`config.mk`:
```
export PLATFORM = sky130hd
export DESIGN_NAME = tilt_angle_filter_servo_map
export DESIGN_NICKNAME = d
export VERILOG_FILES = /design/src/rtl/tafsm_pkg.sv /design/src/rtl/tafsm_ctrl.sv /design/src/rtl/tafsm_datapath.sv /design/src/rtl/tilt_angle_filter_servo_map.sv
export SDC_FILE = /design/constraint.sdc
export NUM_CORES = 2
export LEC_CHECK = 0
export BUFFER_PORTS_ARGS = -buffer_cell sky130_fd_sc_hd__buf_2
export CORE_ASPECT_RATIO = 1.5
export CORE_MARGIN = 5
export CORE_UTILIZATION = 35
export CTS_CLUSTER_DIAMETER = 200
export DETAILED_ROUTE_END_ITERATION = 10
export GPL_TIMING_DRIVEN = 0
export SYNTH_ARGS = -nofsm -noshare
export SYNTH_HDL_FRONTEND = slang
export SYNTH_HIERARCHICAL = 1
export SYNTH_SLANG_ARGS = --single-unit
```
`constraint.sdc`:
```
create_clock -name clk -period 8.33 [get_ports clk]
set_input_delay 0.833 -clock clk [delete_from_list [all_inputs] [get_ports clk]]
set_output_delay 0.833 -clock clk [all_outputs]
set_load 0.02 [all_outputs]
```
`src/rtl/tafsm_pkg.sv`:
```
// Package with shared constants, types and the arctangent table of the tilt filter.
package tafsm_pkg;

    localparam int WindowDepth = 10;
    localparam int CordicSteps = 16;
    localparam int AngleFracBits = 8;
    localparam int TableFrac = 22;
    localparam int StepW = $clog2(CordicSteps + 1);
    localparam int WinIdxW = $clog2(WindowDepth);
    localparam int FillW = $clog2(WindowDepth + 1);

    // Datapath word: 17-bit corrected axis times 256 is 25 bits; CORDIC gain
    // below 1.65 and the sqrt(2) of two axes need 2 more, plus headroom.
    localparam int DataW = 30;
    localparam int AngW = 32;

    localparam logic [1:0] RegOffsetX = 2'd0;
    localparam logic [1:0] RegOffsetY = 2'd1;
    localparam logic [1:0] RegOffsetZ = 2'd2;

    typedef enum logic [6:0] {
        ST_IDLE  = 7'b0000001,
        ST_MAG   = 7'b0000010,
        ST_ANG   = 7'b0000100,
        ST_ROUND = 7'b0001000,
        ST_AVG   = 7'b0010000,
        ST_FINAL = 7'b0100000,
        ST_OUT   = 7'b1000000
    } state_t;

    typedef struct packed {
        logic load;
        logic mag_step;
        logic ang_prep;
        logic ang_step;
        logic round_store;
        logic avg_start;
        logic avg_step;
        logic finish;
        logic [StepW-1:0] step;
        logic [WinIdxW-1:0] idx;
    } cmd_t;

    typedef struct packed {
        logic fill_done;
    } status_t;

    function automatic logic signed [AngW-1:0] atan_entry(input logic [StepW-1:0] i);
        logic signed [AngW-1:0] r;
        begin
            case (i)
                5'd0: r = 32'sd188743680;
                5'd1: r = 32'sd111421900;
                5'd2: r = 32'sd58872272;
                5'd3: r = 32'sd29884485;
                5'd4: r = 32'sd15000234;
                5'd5: r = 32'sd7507429;
                5'd6: r = 32'sd3754631;
                5'd7: r = 32'sd1877430;
                5'd8: r = 32'sd938729;
                5'd9: r = 32'sd469366;
                5'd10: r = 32'sd234683;
                5'd11: r = 32'sd117342;
                5'd12: r = 32'sd58671;
                5'd13: r = 32'sd29335;
                5'd14: r = 32'sd14668;
                5'd15: r = 32'sd7334;
                default: r = '0;
            endcase
            return r;
        end
    endfunction

endpackage

```
`src/rtl/tafsm_ctrl.sv`:
```
// Controller state machine sequencing the CORDIC passes and the window average.
module tafsm_ctrl
    import tafsm_pkg::*;
(
    input  logic    clk,
    input  logic    rst_n,
    input  logic    start,
    input  logic    out_taken,
    input  status_t status,
    output cmd_t    cmd,
    output logic    busy,
    output logic    result_valid
);

    state_t state_reg, state_next;
    logic [StepW-1:0] step_reg, step_next;
    logic [WinIdxW-1:0] idx_reg, idx_next;

    always_comb
    begin
        state_next = state_reg;
        step_next  = step_reg;
        idx_next   = idx_reg;
        cmd        = '0;
        cmd.step   = step_reg;
        cmd.idx    = idx_reg;
        unique case (state_reg)
            ST_IDLE:
            begin
                if (start)
                begin
                    cmd.load   = 1'b1;
                    step_next  = '0;
                    state_next = ST_MAG;
                end
            end
            ST_MAG:
            begin
                cmd.mag_step = 1'b1;
                if (step_reg == StepW'(CordicSteps - 1))
                begin
                    step_next  = '0;
                    state_next = ST_ANG;
                    cmd.ang_prep = 1'b1;
                end
                else
                begin
                    step_next = step_reg + 1'b1;
                end
            end
            ST_ANG:
            begin
                cmd.ang_step = 1'b1;
                if (step_reg == StepW'(CordicSteps - 1))
                begin
                    state_next = ST_ROUND;
                end
                else
                begin
                    step_next = step_reg + 1'b1;
                end
            end
            ST_ROUND:
            begin
                cmd.round_store = 1'b1;
                if (status.fill_done)
                begin
                    idx_next   = WinIdxW'(1);
                    state_next = ST_AVG;
                    cmd.avg_start = 1'b1;
                end
                else
                begin
                    state_next = ST_IDLE;
                end
            end
            ST_AVG:
            begin
                cmd.avg_step = 1'b1;
                if (idx_reg == WinIdxW'(WindowDepth - 1))
                begin
                    state_next = ST_FINAL;
                end
                else
                begin
                    idx_next = idx_reg + 1'b1;
                end
            end
            ST_FINAL:
            begin
                cmd.finish = 1'b1;
                state_next = ST_OUT;
            end
            ST_OUT:
            begin
                if (out_taken)
                begin
                    state_next = ST_IDLE;
                end
            end
            default:
            begin
                state_next = ST_IDLE;
            end
        endcase
    end

    always_ff @(posedge clk or negedge rst_n)
    begin
        if (!rst_n)
        begin
            state_reg <= ST_IDLE;
            step_reg  <= '0;
            idx_reg   <= '0;
        end
        else
        begin
            state_reg <= state_next;
            step_reg  <= step_next;
            idx_reg   <= idx_next;
        end
    end

    assign busy         = (state_reg != ST_IDLE);
    assign result_valid = (state_reg == ST_OUT);

`ifndef SYNTHESIS
    a_start_idle: assert property (@(posedge clk) disable iff (!rst_n)
        start && (state_reg == ST_IDLE) |=> (state_reg == ST_MAG))
        else $error("sample transaction did not start the magnitude pass");
    a_out_hold: assert property (@(posedge clk) disable iff (!rst_n)
        (state_reg == ST_OUT) && !out_taken |=> (state_reg == ST_OUT))
        else $error("result dropped before it was taken");
    a_step_bound: assert property (@(posedge clk) disable iff (!rst_n)
        (state_reg == ST_MAG) || (state_reg == ST_ANG) |->
        step_reg < StepW'(CordicSteps))
        else $error("CORDIC step counter out of range");
`endif

endmodule

```
`src/rtl/tafsm_datapath.sv`:
```
// Datapath: offset correction, shared iterative CORDIC, angle window and average.
module tafsm_datapath
    import tafsm_pkg::*;
(
    input  logic               clk,
    input  logic               rst_n,
    input  cmd_t               cmd,
    input  logic signed [11:0] off_x,
    input  logic signed [11:0] off_y,
    input  logic signed [11:0] off_z,
    input  logic signed [15:0] ax,
    input  logic signed [15:0] ay,
    input  logic signed [15:0] az,
    output status_t            status,
    output logic signed [15:0] angle_out,
    output logic [7:0]         servo_out
);

    // Two CORDIC lanes: lane A for (|x|, z), lane B for (|y|, 0); in the
    // angle pass lane A carries (m, yk) and lane B is idle.
    logic signed [DataW-1:0] xa_reg, ya_reg, xb_reg, yb_reg;
    logic signed [AngW-1:0]  z_reg;
    logic                    yneg_reg, zero_reg;
    logic signed [15:0]      win_reg [WindowDepth];
    logic [FillW-1:0]        fill_reg;
    logic signed [16:0]      avg_reg;
    logic signed [15:0]      angle_reg;
    logic [7:0]              servo_reg;

    logic signed [17:0] cx, cy, cz;
    logic signed [DataW-1:0] sx, sy, sz, absx, absy;
    logic signed [DataW-1:0] dxa, dya, dxb, dyb;
    logic signed [DataW-1:0] xa_mag, ya_mag, xb_mag, yb_mag;
    logic signed [AngW-1:0] zlim, zrnd;
    logic signed [15:0] new_ang;
    logic signed [17:0] sum;
    logic signed [16:0] pos;

    assign cx = 18'(ax) + 18'(off_x);
    assign cy = 18'(ay) + 18'(off_y);
    assign cz = 18'(az) + 18'(off_z);
    assign sx = {{(DataW-26){cx[17]}}, cx[17:0], 8'd0};
    assign sy = {{(DataW-26){cy[17]}}, cy[17:0], 8'd0};
    assign sz = {{(DataW-26){cz[17]}}, cz[17:0], 8'd0};
    assign absx = sx[DataW-1] ? -sx : sx;
    assign absy = sy[DataW-1] ? -sy : sy;

    assign dxa = ya_reg >>> cmd.step;
    assign dya = xa_reg >>> cmd.step;
    assign dxb = yb_reg >>> cmd.step;
    assign dyb = xb_reg >>> cmd.step;

    // One magnitude rotation of each lane; zero counts as positive.
    assign xa_mag = !ya_reg[DataW-1] ? xa_reg + dxa : xa_reg - dxa;
    assign ya_mag = !ya_reg[DataW-1] ? ya_reg - dya : ya_reg + dya;
    assign xb_mag = !yb_reg[DataW-1] ? xb_reg + dxb : xb_reg - dxb;
    assign yb_mag = !yb_reg[DataW-1] ? yb_reg - dyb : yb_reg + dyb;

    localparam logic signed [AngW-1:0] Limit = AngW'(90) <<< TableFrac;
    localparam int Sh = TableFrac - AngleFracBits;

    always_comb
    begin
        if (z_reg > Limit)
            zlim = Limit;
        else if (z_reg < -Limit)
            zlim = -Limit;
        else
            zlim = z_reg;
        zrnd = (zlim + (AngW'(1) <<< (Sh - 1))) >>> Sh;
        new_ang = zero_reg ? '0 : zrnd[15:0];
        sum = 18'(avg_reg) + 18'(win_reg[cmd.idx]);
        pos = avg_reg + 17'(90 <<< AngleFracBits);
    end

    always_ff @(posedge clk)
    begin
        if (cmd.load)
        begin
            xa_reg   <= absx;
            ya_reg   <= sz;
            xb_reg   <= absy;
            yb_reg   <= '0;
            yneg_reg <= sy[DataW-1];
            z_reg    <= '0;
        end
        else if (cmd.ang_prep)
        begin
            // Hand-over to the angle pass: the final magnitude step lands in
            // the same cycle, so the new operands are taken from the step result.
            xa_reg   <= xa_mag;
            ya_reg   <= yneg_reg ? -xb_mag : xb_mag;
            zero_reg <= (xa_mag == '0) && (xb_mag == '0);
        end
        else if (cmd.mag_step)
        begin
            xa_reg <= xa_mag;
            ya_reg <= ya_mag;
            xb_reg <= xb_mag;
            yb_reg <= yb_mag;
        end
        else if (cmd.ang_step)
        begin
            if (!ya_reg[DataW-1])
            begin
                xa_reg <= xa_reg + dxa;
                ya_reg <= ya_reg - dya;
                z_reg  <= z_reg + atan_entry(cmd.step);
            end
            else
            begin
                xa_reg <= xa_reg - dxa;
                ya_reg <= ya_reg + dya;
                z_reg  <= z_reg - atan_entry(cmd.step);
            end
        end
        if (cmd.avg_start)
            avg_reg <= 17'(win_reg[1]);
        else if (cmd.avg_step)
            avg_reg <= sum[17:1];
        if (cmd.finish)
        begin
            angle_reg <= avg_reg[15:0];
            if (pos[16])
                servo_reg <= 8'd0;
            else if ((pos >>> AngleFracBits) > 17'sd180)
                servo_reg <= 8'd180;
            else
                servo_reg <= 8'(pos >>> AngleFracBits);
        end
    end

    // Window: fill in order, then shift and append.
    always_ff @(posedge clk or negedge rst_n)
    begin
        if (!rst_n)
        begin
            fill_reg <= '0;
            for (int i = 0; i < WindowDepth; i++)
                win_reg[i] <= '0;
        end
        else if (cmd.round_store)
        begin
            if (fill_reg < FillW'(WindowDepth))
            begin
                win_reg[fill_reg[WinIdxW-1:0]] <= new_ang;
                fill_reg <= fill_reg + 1'b1;
            end
            else
            begin
                for (int i = 0; i < WindowDepth - 1; i++)
                    win_reg[i] <= win_reg[i+1];
                win_reg[WindowDepth-1] <= new_ang;
            end
        end
    end

    // avg_start reads win_reg[1] before the shift lands, which after the
    // shift is entry 0; the following steps then read idx 1.. of the shifted
    // window, so idx is offset: the sum uses win_reg[idx] after the shift.
    assign status.fill_done = (fill_reg == FillW'(WindowDepth));
    assign angle_out = angle_reg;
    assign servo_out = servo_reg;

`ifndef SYNTHESIS
    a_fill_bound: assert property (@(posedge clk) disable iff (!rst_n)
        fill_reg <= FillW'(WindowDepth))
        else $error("window fill count overran");
    a_fill_mono: assert property (@(posedge clk) disable iff (!rst_n)
        $past(status.fill_done) |-> status.fill_done)
        else $error("window fill count went back");
    a_one_op: assert property (@(posedge clk) disable iff (!rst_n)
        $countones({cmd.load, cmd.mag_step, cmd.ang_step, cmd.avg_step}) <= 1)
        else $error("conflicting datapath commands");
`endif

endmodule

```
`src/rtl/tilt_angle_filter_servo_map.sv`:
```
// Top level of the tilt angle filter with servo mapping.
//
//  Channel   Direction  Handshake       Payload
//  in        input      in_valid/ready  action, accel_x/y/z, command_byte
//  out       output     out_valid/ready tilt_angle, servo_position, servo_enable
//  cfg       input      cfg_we          cfg_index, cfg_data
//
// A sample transaction takes a load step, 16 magnitude CORDIC steps, 16
// angle CORDIC steps and a rounding step on the one shared iterative
// CORDIC; once the window is full the averaging steps and the servo
// mapping follow, then the result waits in its register. A command
// transaction completes in the cycle it is accepted. Reset clears the window,
// the fill count and sets follow mode on. While a result waits to be taken
// no new sample is accepted.
module tilt_angle_filter_servo_map
    import tafsm_pkg::*;
(
    input  logic               clk,
    input  logic               rst_n,
    input  logic               in_valid,
    output logic               in_ready,
    input  logic               action,
    input  logic signed [15:0] accel_x,
    input  logic signed [15:0] accel_y,
    input  logic signed [15:0] accel_z,
    input  logic [7:0]         command_byte,
    output logic               out_valid,
    input  logic               out_ready,
    output logic signed [15:0] tilt_angle,
    output logic [7:0]         servo_position,
    output logic               servo_enable,
    input  logic               cfg_we,
    input  logic [1:0]         cfg_index,
    input  logic [11:0]        cfg_data
);

    logic signed [11:0] off_x_reg, off_y_reg, off_z_reg;
    logic signed [15:0] ax_reg, ay_reg, az_reg;
    logic follow_reg, enable_reg;
    logic busy, start;
    cmd_t cmd;
    status_t status;

    assign in_ready = !busy;
    assign start    = in_valid && in_ready && !action;

    // Configuration writes; an index past the list is ignored.
    always_ff @(posedge clk or negedge rst_n)
    begin
        if (!rst_n)
        begin
            off_x_reg <= -12'sd4;
            off_y_reg <= -12'sd209;
            off_z_reg <= -12'sd121;
        end
        else if (cfg_we)
        begin
            unique case (cfg_index)
                RegOffsetX: off_x_reg <= cfg_data;
                RegOffsetY: off_y_reg <= cfg_data;
                RegOffsetZ: off_z_reg <= cfg_data;
                default:    ;
            endcase
        end
    end

    // Follow mode toggles on a zero command byte; the enable seen by a
    // result is captured when its sample is accepted.
    always_ff @(posedge clk or negedge rst_n)
    begin
        if (!rst_n)
        begin
            follow_reg <= 1'b1;
            enable_reg <= 1'b1;
        end
        else if (in_valid && in_ready)
        begin
            if (action && (command_byte == 8'd0))
                follow_reg <= !follow_reg;
            if (!action)
                enable_reg <= follow_reg;
        end
    end

    always_ff @(posedge clk)
    begin
        if (start)
        begin
            ax_reg <= accel_x;
            ay_reg <= accel_y;
            az_reg <= accel_z;
        end
    end

    tafsm_ctrl u_ctrl (
        .clk          (clk),
        .rst_n        (rst_n),
        .start        (start),
        .out_taken    (out_ready),
        .status       (status),
        .cmd          (cmd),
        .busy         (busy),
        .result_valid (out_valid)
    );

    tafsm_datapath u_dp (
        .clk       (clk),
        .rst_n     (rst_n),
        .cmd       (cmd),
        .off_x     (off_x_reg),
        .off_y     (off_y_reg),
        .off_z     (off_z_reg),
        .ax        (start ? accel_x : ax_reg),
        .ay        (start ? accel_y : ay_reg),
        .az        (start ? accel_z : az_reg),
        .status    (status),
        .angle_out (tilt_angle),
        .servo_out (servo_position)
    );

    assign servo_enable = enable_reg;

`ifndef SYNTHESIS
    a_no_accept_busy: assert property (@(posedge clk) disable iff (!rst_n)
        out_valid |-> !in_ready)
        else $error("input accepted while a result waits");
    a_toggle: assert property (@(posedge clk) disable iff (!rst_n)
        in_valid && in_ready && action && (command_byte == 8'd0) |=>
        follow_reg != $past(follow_reg))
        else $error("follow mode did not toggle");
    a_out_stable: assert property (@(posedge clk) disable iff (!rst_n)
        out_valid && !out_ready |=> $stable(tilt_angle) && $stable(servo_position))
        else $error("result changed while waiting");
`endif

endmodule

```
==> metrics.log <==
INFO  metric design.portCount = between 100 and 150
INFO  metric report.final.setup_viol = 1
INFO  metric slew-limit-headroom = -4.81%
INFO  metric detail_route.drc_violations = 0
INFO  metric setup.reg_to_reg.worst_slack = -0.02 ns
INFO  metric grt_start_max_net_pins = 100
INFO  metric post_synth_main_area_contributors = dfrtp_1 11%, mux4_2 9.5%, edfxtp_1 8.6%
INFO  metric areaGrowthSynthToFinish = 12.0%
INFO  metric violations = max-capacitance violations, max-slew violations, negative setup slack
INFO  metric synthesized_nets = between 5000 and 6000
INFO  metric cts_htree_levels = 2
INFO  metric ys_async_sr_fraction = 47.3%
INFO  metric initial_core_utilization = 35.3%
INFO  metric num_vias = approximately 42000
INFO  metric synth.ff_latch_count = 461
INFO  metric met2_global_route_usage = 54.9%
INFO  metric run_status = finished, violations left
INFO  metric fin_skew = 0.0625 ns
INFO  metric start_kind = flop
INFO  metric max-cap-violations = 1
INFO  metric post-dp-hpwl = roughly 170000 um
INFO  metric drv_slew = 11
INFO  metric most_used_standard_cells_in_the_synthesized_netlist = 459 x nand2_1, 374 x a21oi_1, 318 x nor2_1
INFO  metric hold_viol = 0
INFO  metric netlist_instances = 4829
INFO  metric drt_pre_antenna_iters = 6
INFO  metric core = 124000 um^2
INFO  metric final_nets = 5331
INFO  metric tritoncts = done
INFO  metric portion_of_the_post_synthesis_area_used_by_sequential_elements = 26.6%
INFO  metric yosys_warnings = 6
INFO  metric avgViaCountPerCell = 6.37
INFO  metric drtAntennaViolNets = 0
INFO  metric antenna_found_initial = 7
INFO  metric post_synth_design_cell_area = roughly 44000 um^2
INFO  metric worst-endpoint-arrival = 8.84 ns
INFO  metric clk_pin_slew_worst_paths = 0.08 ns
INFO  metric yosysTopAreaCell = dfrtp_1
INFO  metric worstMarginPinSlew = 1.57 ns
INFO  metric post-route-worst-setup-slack = -0.0236 ns
INFO  metric globalRouteTotalUtil = a little under a third
INFO  metric via_count_of_the_first_global_routing_pass = 42200
INFO  metric rows = between 150 and 200
INFO  metric use_met3 = 4.76%
INFO  metric setup_cp_type = reg -> reg
INFO  metric post-synth-top-area-fraction = 10.8%
INFO  metric place.gp.congestion = 1.02
INFO  metric cts.root.buffer_cell = clkbuf_16
INFO  metric unique_cell_type_count_in_the_yosys_netlist = 111
INFO  metric fraction_of_final_layout_cells_sized_beyond_drive_strength_1 = roughly 16%
INFO  metric synth_ff_type = dfrtp_1
INFO  metric part_of_the_cycle_the_worst_path_needs = 100%
INFO  metric critPathMaxFanout = 10
INFO  metric clock_insertion_delay_worst_skew = 0.68 ns
INFO  metric place.port_buffers = 102
INFO  metric synthMostInstantiatedCell = nand2_1
INFO  metric fillCellCount = 12400
INFO  metric min-delay-path-class = in -> async
INFO  metric drc_violation_total_after_the_first_tritonroute_iteration = 3380
INFO  metric dp.cells = about 6500
INFO  metric holdBufCountCts = 0
INFO  metric busiest_layer = met2
INFO  metric layout_min_cycle_time = roughly 8.4 ns
INFO  metric die_area = 132000 um^2
INFO  metric cts_sinks = 461
INFO  metric largest_reg_flops = 160
INFO  metric postRouteWirelength = 210000 um
INFO  metric fin_cells = 6652
INFO  metric worst_case_clock_buffer_depth = 3
INFO  metric globalRouteOverflowTotal = 0
INFO  metric timing.critical_path.required = 8.82 ns
INFO  metric die_h = between 400 and 500 um
INFO  metric crit_path_end_kind = flop
INFO  metric use_met1 = 29.2%
INFO  metric max_freq = about 120 MHz
INFO  metric global_route_wire_length_before_repair = 296000 um
INFO  metric drt-wirelength-per-cell = 31.5 um
INFO  metric die_width = 299 um
INFO  metric post_synth.cell_area_avg = 9.05 um^2
INFO  metric worst_hold_slack = 0.0399 ns
INFO  metric synth_enable_flop_cells = 125
INFO  metric tritoncts.num_buffers = 52
[cell type report]
cell class | instances | area (um^2) | area share [%]
Clock buffer | 63 | 1460 | 2.98
Buffer | 289 | 1550 | 3.17
Timing Repair Buffer | 126 | 758 | 1.55
Clock inverter | 35 | 507 | 1.03
Tap cell | 1600 | 2000 | 4.09
Inverter | 137 | 523 | 1.07
Multi-Input combinational cell | 3938 | 30500 | 62.4
Sequential cell | 461 | 11600 | 23.7
Antenna cell | 3 | 7.51 | 0.0153
[placed cells by master (no fill, tap or decap), drive strengths merged, types with 62 or more instances in the layout]
master,instances
nor2,318
edfxtp,125
a211oi,70
dfrtp,188
nor3,76
mux4,191
nand2,459
a21oi,375
a22o,219
dfxtp,118
buf,225
and2,62
mux2,161
o21ai,292
mux2i,89
xor2,132
nand3,109
clkbuf,250
inv,139
a21o,87
xnor2,198
ha,241
[worst max-delay path: stages (launching register included)]
cell	delay (ns)
dfrtp_2	0.52
buf_2	0.25
inv_2	0.29
buf_2	0.41
clkbuf_4	0.43
clkbuf_1	1.05
o21ai_0	0.59
mux2_2	0.50
and2_1	0.22
nand3_1	0.11
xnor2_1	0.07
o21ai_0	0.46
ha_1	0.42
a21o_1	0.19
a21oi_1	0.19
o221a_2	0.22
o31ai_1	0.08
xnor2_1	0.40
or4b_2	0.69
nor4b_1	0.31
nand4_1	0.13
and4b_1	0.28
nand4_1	0.11
nor4_2	0.22
[cells by family (layout without fill, tap and decap cells)]
group           count (synthesis)  count (layout)  synth area share [%]
compound gates               1535            1535                  23.6
xor+xnor                      330             330                  6.61
fa+ha+maj                     250             250                  7.31
buf+inv                       430             650                  4.31
flops                         461             461                  26.6
mux                           441             441                  16.1
other cells                     0               3                     0
simple gates                 1382            1382                  15.5
[metrics by stage]
step	setup TNS, ns	setup WS [ns]	utilization [%]	cell area, um^2
after global placement	-192.47	-3.95	37.3	46200
after detailed placement	-183.31	-3.91	37.4	46400
after floorplan	0	1.68	-	43700
after global routing	-0.156	-0.0636	39.5	49000
after CTS	-0.000505	-0.000505	39.3	48700
final	-0.0236	-0.0236	39.5	49000
[final timing paths]
check,start,end,cells after the start
min in group clk,accel_x[11],ax_reg[11],2
max in group asynchronous,rst_n,u_dp/win_reg[57],3
setup / recovery,u_ctrl/step_reg[2],u_dp/zero_reg,23
setup reg to reg,u_ctrl/step_reg[2],u_dp/zero_reg,23
hold / removal,rst_n,off_x_reg[1],1
hold reg to reg,u_dp/avg_reg[6],u_dp/angle_out[6],0
[routing by layer]
| metal | wire length, um | share of wire, % |
|---|---|---|
| met1 | 67900 | 32 |
| met2 | 104000 | 50 |
| met3 | 11800 | 5.6 |
| met4 | 25900 | 12 |
| met5 | 19 | 0.0091 |
[what timing repair did]
item | in CTS | in global routing
gates resized for setup | 140 | 56
endpoints found under the hold margin | 0 | 0
gates cloned | 0 | 0
buffers inserted | 7 | 8
pin swaps | 4 | 4
endpoints found under the setup margin | 118 | 22
Power is left out: the tool's default activity adds up to more than one toggle a clock period on the data nets, which glitch-free logic cannot reach.
